## config.mk

```make
export PLATFORM = sky130hd
export DESIGN_NAME = dual_axis_stepper_move_generator
export DESIGN_NICKNAME = d
export VERILOG_FILES = /design/src/rtl/dasmg_pkg.sv /design/src/rtl/dual_axis_stepper_move_generator.sv
export SDC_FILE = /design/constraint.sdc
export NUM_CORES = 2
export LEC_CHECK = 0
export BUFFER_PORTS_ARGS = -buffer_cell sky130_fd_sc_hd__buf_2
export CAP_MARGIN = 0
export CORE_ASPECT_RATIO = 0.7
export CORE_UTILIZATION = 30
export CTS_CLUSTER_SIZE = 24
export DETAILED_ROUTE_END_ITERATION = 8
export PLACE_DENSITY = 0.48
export SLEW_MARGIN = 5
export SYNTH_ARGS = -nofsm -noshare
export SYNTH_HDL_FRONTEND = slang
export SYNTH_SLANG_ARGS = --single-unit
```

## constraint.sdc

```tcl
create_clock -name i_clk -period 17.1 [get_ports i_clk]
set_input_delay 1.71 -clock i_clk [delete_from_list [all_inputs] [get_ports i_clk]]
set_output_delay 1.71 -clock i_clk [all_outputs]
set_load 0.01 [all_outputs]
```

## src/rtl/dasmg_pkg.sv

```systemverilog
// package for the two-axis step/direction move generator: item types and constants
`default_nettype none

package dasmg_pkg;

    // widths of the item fields
    localparam int unsigned TARGET_W = 24;
    localparam int unsigned COUNT_W  = 20;
    localparam int unsigned PRESC_W  = 8;

    // default and limits of the stored position width
    localparam int unsigned POS_WIDTH_DEF = 24;
    localparam int unsigned POS_WIDTH_MAX = 32;

    // request codes
    localparam logic [1:0] REQ_TICK = 2'd0;
    localparam logic [1:0] REQ_MOVE = 2'd1;
    localparam logic [1:0] REQ_ZERO = 2'd2;

    // reset value of the prescaler register and countdown
    localparam logic [PRESC_W-1:0] PRESC_RST = 8'd2;

    // divide by 200 with rounding: (mag + 100) / 8 / 25, saturated
    localparam int unsigned WIDE_W      = POS_WIDTH_MAX + 2;
    localparam int unsigned HALF_DIV    = 100;
    localparam int unsigned SAT_LIMIT   = 52428800;  // 262144 * 200
    localparam int unsigned RECIP25     = 10737419;  // ceil(2^28 / 25)
    localparam int unsigned RECIP_SHIFT = 28;
    localparam int unsigned QUOT_W      = 18;
    localparam int unsigned DIVIN_W     = 23;
    localparam int unsigned RECIP_W     = 24;
    localparam int unsigned PROD_W      = DIVIN_W + RECIP_W;
    localparam logic [QUOT_W:0] COUNT_MAX = 19'd524286;

    // input item
    typedef struct packed {
        logic [1:0]                 req_type;
        logic signed [TARGET_W-1:0] target_x;
        logic signed [TARGET_W-1:0] target_y;
    } t_in_item;

    // result item
    typedef struct packed {
        logic step_x;
        logic dir_x;
        logic step_y;
        logic dir_y;
        logic busy_res;
        logic rejected;
    } t_out_item;

endpackage

`default_nettype wire

```

## src/rtl/dual_axis_stepper_move_generator.sv

```systemverilog
// top level of the two-axis step/direction move generator
//
//   channel | direction | handshake               | payload
//   --------+-----------+-------------------------+---------------------
//   in      | input     | i_in_valid / o_in_stall | i_in_item (t_in_item)
//   out     | output    | o_out_valid/ i_out_stall| o_out_item (t_out_item)
//   cfg     | input     | i_cfg_valid/ o_cfg_ready| i_cfg_data (tick_prescale)
//
// one item per cycle while o_in_stall is low: each item is decoded in the cycle it is
// accepted, and its new state and its result land in their registers at the same clock edge
// the longest path is the position subtract, rounding add and reciprocal multiply
// i_rst_n is synchronous active low and clears position, counts, pins and busy
// o_in_stall rises only while a result is held in the output register and the
// output side stalls; otherwise an item is taken while the old result drains
`default_nettype none

module dual_axis_stepper_move_generator #(
    parameter int unsigned POS_WIDTH = dasmg_pkg::POS_WIDTH_DEF
) (
    input  wire logic                          i_clk,
    input  wire logic                          i_rst_n,
    input  wire logic                          i_in_valid,
    output logic                               o_in_stall,
    input  wire dasmg_pkg::t_in_item           i_in_item,
    output logic                               o_out_valid,
    input  wire logic                          i_out_stall,
    output dasmg_pkg::t_out_item               o_out_item,
    input  wire logic                          i_cfg_valid,
    output logic                               o_cfg_ready,
    input  wire logic [dasmg_pkg::PRESC_W-1:0] i_cfg_data
);
    import dasmg_pkg::*;

    localparam int unsigned DIFF_W = POS_WIDTH + 1;

    // configuration and state registers
    logic [PRESC_W-1:0]        r_presc;
    logic [PRESC_W-1:0]        r_pcount, n_pcount;
    logic signed [POS_WIDTH-1:0] r_last_x, n_last_x;
    logic signed [POS_WIDTH-1:0] r_last_y, n_last_y;
    logic signed [COUNT_W-1:0] r_rem_x, n_rem_x;
    logic signed [COUNT_W-1:0] r_rem_y, n_rem_y;
    logic                      r_act_x, n_act_x;
    logic                      r_act_y, n_act_y;
    logic                      r_busy, n_busy;
    logic                      r_step_x, n_step_x;
    logic                      r_dir_x, n_dir_x;
    logic                      r_step_y, n_step_y;
    logic                      r_dir_y, n_dir_y;
    logic                      n_rej;
    logic                      r_out_valid;
    t_out_item                 r_out_item;

    logic                      in_take;
    logic [POS_WIDTH_MAX-1:0]  ext_x, ext_y;
    logic signed [POS_WIDTH-1:0] tgt_x, tgt_y;
    logic signed [DIFF_W-1:0]  diff_x, diff_y;
    logic [PRESC_W-1:0]        pc_dec;

    // signed toggle count for a position difference: round(|d| / 200) * 2
    function automatic logic signed [COUNT_W-1:0] toggles_for(
        input logic signed [DIFF_W-1:0] d
    );
        logic [DIFF_W-1:0]  mag;
        logic [WIDE_W-1:0]  m;
        logic [DIVIN_W-1:0] x;
        logic [PROD_W-1:0]  prod;
        logic [QUOT_W:0]    cnt;
        mag = d[DIFF_W-1] ? DIFF_W'(-d) : DIFF_W'(d);
        m   = WIDE_W'(mag) + WIDE_W'(HALF_DIV);
        x   = m[DIVIN_W+2:3];
        prod = PROD_W'(x) * PROD_W'(RECIP25);
        if (m >= WIDE_W'(SAT_LIMIT)) begin
            cnt = COUNT_MAX;
        end else begin
            cnt = {prod[RECIP_SHIFT+QUOT_W-1:RECIP_SHIFT], 1'b0};
        end
        return d[DIFF_W-1] ? -COUNT_W'(cnt) : COUNT_W'(cnt);
    endfunction

    // handshakes
    assign o_in_stall  = r_out_valid & i_out_stall;
    assign in_take     = i_in_valid & ~o_in_stall;
    assign o_cfg_ready = 1'b1;
    assign o_out_valid = r_out_valid;
    assign o_out_item  = r_out_item;

    // targets: sign-extend the field, then wrap to the position width
    assign ext_x  = {{(POS_WIDTH_MAX-TARGET_W){i_in_item.target_x[TARGET_W-1]}},
                     i_in_item.target_x};
    assign ext_y  = {{(POS_WIDTH_MAX-TARGET_W){i_in_item.target_y[TARGET_W-1]}},
                     i_in_item.target_y};
    assign tgt_x  = ext_x[POS_WIDTH-1:0];
    assign tgt_y  = ext_y[POS_WIDTH-1:0];
    assign diff_x = {tgt_x[POS_WIDTH-1], tgt_x} - {r_last_x[POS_WIDTH-1], r_last_x};
    assign diff_y = {tgt_y[POS_WIDTH-1], tgt_y} - {r_last_y[POS_WIDTH-1], r_last_y};
    assign pc_dec = r_pcount - PRESC_W'(1);

    // next state for the accepted item
    always_comb begin
        n_pcount = r_pcount;
        n_last_x = r_last_x;
        n_last_y = r_last_y;
        n_rem_x  = r_rem_x;
        n_rem_y  = r_rem_y;
        n_act_x  = r_act_x;
        n_act_y  = r_act_y;
        n_busy   = r_busy;
        n_step_x = r_step_x;
        n_dir_x  = r_dir_x;
        n_step_y = r_step_y;
        n_dir_y  = r_dir_y;
        n_rej    = 1'b0;
        case (i_in_item.req_type)
            REQ_MOVE: begin
                if (r_busy) begin
                    n_rej = 1'b1;
                end else begin
                    n_rem_x  = toggles_for(diff_x);
                    n_rem_y  = toggles_for(diff_y);
                    n_last_x = tgt_x;
                    n_last_y = tgt_y;
                    n_act_x  = 1'b1;
                    n_act_y  = 1'b1;
                    n_busy   = 1'b1;
                    n_pcount = r_presc;
                end
            end
            REQ_ZERO: begin
                n_last_x = '0;
                n_last_y = '0;
            end
            REQ_TICK: begin
                if (r_busy) begin
                    n_pcount = pc_dec;
                    if (pc_dec == '0) begin
                        n_pcount = r_presc;
                        // x axis step, direction high when positive
                        if (r_rem_x == '0) begin
                            n_act_x = 1'b0;
                        end else begin
                            n_dir_x  = ~r_rem_x[COUNT_W-1];
                            n_step_x = ~r_step_x;
                            n_rem_x  = r_rem_x[COUNT_W-1] ? r_rem_x + COUNT_W'(1)
                                                          : r_rem_x - COUNT_W'(1);
                        end
                        // y axis step, direction inverted
                        if (r_rem_y == '0) begin
                            n_act_y = 1'b0;
                        end else begin
                            n_dir_y  = r_rem_y[COUNT_W-1];
                            n_step_y = ~r_step_y;
                            n_rem_y  = r_rem_y[COUNT_W-1] ? r_rem_y + COUNT_W'(1)
                                                          : r_rem_y - COUNT_W'(1);
                        end
                        if (!n_act_x && !n_act_y) begin
                            n_busy = 1'b0;
                        end
                    end
                end
            end
            default: begin
                n_rej = 1'b0;
            end
        endcase
    end

    // state, configuration and result registers
    always_ff @(posedge i_clk) begin
        if (!i_rst_n) begin
            r_presc     <= PRESC_RST;
            r_pcount    <= PRESC_RST;
            r_last_x    <= '0;
            r_last_y    <= '0;
            r_rem_x     <= '0;
            r_rem_y     <= '0;
            r_act_x     <= 1'b0;
            r_act_y     <= 1'b0;
            r_busy      <= 1'b0;
            r_step_x    <= 1'b0;
            r_dir_x     <= 1'b0;
            r_step_y    <= 1'b0;
            r_dir_y     <= 1'b0;
            r_out_valid <= 1'b0;
        end else begin
            if (i_cfg_valid && o_cfg_ready) begin
                r_presc <= i_cfg_data;
            end
            if (in_take) begin
                r_pcount    <= n_pcount;
                r_last_x    <= n_last_x;
                r_last_y    <= n_last_y;
                r_rem_x     <= n_rem_x;
                r_rem_y     <= n_rem_y;
                r_act_x     <= n_act_x;
                r_act_y     <= n_act_y;
                r_busy      <= n_busy;
                r_step_x    <= n_step_x;
                r_dir_x     <= n_dir_x;
                r_step_y    <= n_step_y;
                r_dir_y     <= n_dir_y;
                r_out_valid <= 1'b1;
            end else if (!i_out_stall) begin
                r_out_valid <= 1'b0;
            end
        end
    end

    // result payload, loaded only when an item is taken
    always_ff @(posedge i_clk) begin
        if (in_take) begin
            r_out_item.step_x   <= n_step_x;
            r_out_item.dir_x    <= n_dir_x;
            r_out_item.step_y   <= n_step_y;
            r_out_item.dir_y    <= n_dir_y;
            r_out_item.busy_res <= n_busy;
            r_out_item.rejected <= n_rej;
        end
    end

endmodule

`default_nettype wire

```

==> results.json <==
{
  "outcome": "completed",
  "die-height_microns": 281,
  "synth_area_leaders": "fa_1 23%, ha_1 22%, inv_1 8.2%",
  "tightest_slew_ns": 1.13,
  "port_buffers": 70,
  "cts.path.max_buffers": 2,
  "h-tree-depth": 4,
  "finClkSkew_ns": 0.0143,
  "vias": 27200,
  "cp_top_family": "adder cells",
  "core_sq_um": 109000,
  "grt_first_pass_wirelength_mm": 156,
  "areaGrowthSynthToFinish_pct": 7.86,
  "r2r_slack_ns": 3.78,
  "synth_most_common_cell": "inv_1",
  "synth_common_cells": "730 x inv_1, 584 x ha_1, 390 x fa_1",
  "hold_violations": 0,
  "ys_seq_area_share_pct": 7.28,
  "required_ns": 17.48,
  "dieArea_sq_um": 112000,
  "cpMostUsedCell": "fa_1",
  "antenna_found_initial": 5,
  "grt-ovfl-total": 0,
  "ctsHoldBuffers": 0,
  "drv_cap": 0,
  "wl_per_cell_microns": 18.4,
  "synthCells": 3972,
  "wl_mm": 100,
  "fmax_mhz": 70.0,
  "cpPeakStageDelay_ns": 0.84,
  "cts_buffers": 17,
  "cts_root_buf": "clkbuf_16",
  "synth_edf_count": 6,
  "r2r-start": "r_last_x[5]",
  "place_congestion": 0.898,
  "drive_above_1_share_pct": 5.39,
  "post-synth-top-area-fraction_pct": 23.5,
  "path_clk_slew_ns": 0.06,
  "hp-start": "r_last_x[12]",
  "drt_pass1_iterations": 5,
  "relSlewSlack_pct": 24.3,
  "post_cts_resized": 0,
  "cts_tree": "done",
  "layout.nets": 5036,
  "ys_warn_count": 0,
  "grt_max_degree": 63,
  "r2r_end": "r_rem_x[13]",
  "maxSlewViolCount": 0,
  "setup-violations-final": 0,
  "grt_setup_unrepaired": "no",
  "async_reset_ff_share_pct": 0,
  "crit_path_top_delay_cell": "a2111oi_0",
  "worstHoldPathCells": 2,
  "drtAntennaViolNets": 0,
  "ys.flop_type": "dfxtp_1",
  "post_cts_buffers": 0,
  "holdPathEnd": "r_last_x[12]",
  "start_util_pct": 30.5,
  "ioPinCount": 72,
  "cts_sinks": 118,
  "drc": 0,
  "dp_hpwl_mm": 86.1,
  "cp.arrival_ns": 14.67,
  "reg2regPathDepth": 46,
  "crit_fanout": 46,
  "synth_largest_area_cell": "fa_1",
  "cp_num_buf_inv": 4,
  "syn_area_sq_um": 33300,
  "crit_type": "in2reg",
  "crit_path_start_kind": "primary input",
  "die_x_microns": 400,
  "avgSynthCellArea_sq_um": 8.38,
  "drt_iter0_drc": 1810,
  "tns_ns": 0,
  "period_needed_ns": 14.29,
  "diodes": 0,
  "fin_crit_sh_pct": 83.6,
  "ys_seq_elements": 118,
  "rows": 101,
  "critPathCaptureType": "register",
  "grt_pass1_vias": 26100,
  "clk_latency_ns": 0.50,
  "grtUsageTotal_pct": 18.0,
  "hold_class": "reg2reg",
  "crit_start": "i_in_item[29]",
  "synth_cell_types": 108,
  "via_per_inst": 4.98
}
## cell usage in the layout, fill, tap and decap left out, types with 12 or more instances in the layout
master,n
xnor2_1,125
or3_1,19
and2_1,30
ha_1,584
conb_1,12
and3_1,27
nand2_1,231
clkbuf_16,18
o31ai_1,17
a31oi_1,38
xor2_1,72
o21a_1,33
nand4_1,46
fa_1,390
nor2_1,217
nor4_1,35
dfxtp_1,112
a21oi_1,245
o211a_1,12
a211oi_1,30
or2_2,23
o31a_1,12
a21o_1,77
nor2b_1,26
o22ai_1,14
buf_4,32
nand3_1,126
buf_2,70
nor3_1,83
o221ai_1,20
o21ai_0,132
nor3b_1,12
mux2i_1,19
o21bai_1,22
inv_1,729
nand2b_1,28
o211ai_1,29
## cells by family after synthesis
kind of cell / share of synthesized area, %
and+or+nand+nor: 14.4
AOI/OAI and AO/OA: 17.4
muxes: 0.748
other: 0.0226
DFF: 7.28
buffers and inverters: 9.52
adders and majority gates: 45.4
xor gates and xnor gates: 5.19
## area by class of cell
| cell class | instances | area, sq um |
|---|---|---|
| inverter | 732 | 2750 |
| clock buffer | 19 | 464 |
| fill | 11600 | 73300 |
| multi-input combinational | 3028 | 27700 |
| timing repair buffer | 102 | 591 |
| sequential | 118 | 2420 |
| tap | 1442 | 1800 |
| clock inverter | 12 | 116 |
## worst max-delay path by stage
stage                   to  slack [ns]  cells after the start
4_1_cts        r_rem_x[16]        2.99                     43
2_1_floorplan  r_rem_y[18]        3.01                     48
5_1_grt        r_rem_x[13]        1.73                     46
3_3_place_gp   r_rem_x[13]        2.74                     46
3_5_place_dp   r_rem_x[13]        2.45                     46
6_report       r_rem_x[13]        2.81                     46
## per-stage QoR
stage                     instances  setup slack, ns  util, %  instance area, sq um  hold WS, ns
after global placement         5422             2.74     32.3                 35300        0.439
after detailed placement       5422             2.45     32.3                 35300        0.444
after floorplan                3982             3.01        -                 33300        0.432
after CTS                      5453             2.99     32.9                 35900        0.452
final                          5453             2.81     32.9                 35900        0.450
after global routing           5453             1.73     32.9                 35900        0.470
## state kept, by name, summed over array words and instances (netlist names), 6 cells and up
register,flops
o_out_item,6
r_last_x,24
r_last_y,24
r_pcount,8
r_presc,8
r_rem_x,20
r_rem_y,20
## metal layers
layer	wire length (microns)	up-vias	track usage (%)	part of all wire [%]
met4	665	6	2.14	0.66
met5	37	-	0	0.037
li1	-	13600	-	-
met2	36000	557	22.7	36
met1	57900	12900	30.2	58
met3	5940	53	4.01	5.9
## worst min-delay path: stages (launching register included)
cell,delay [ns]
dfxtp_1,0.30
nand2_1,0.05
a21oi_1,0.05
Power is left out: the tool's default activity adds up to more than one toggle a clock period on the data nets, which glitch-free logic cannot reach.
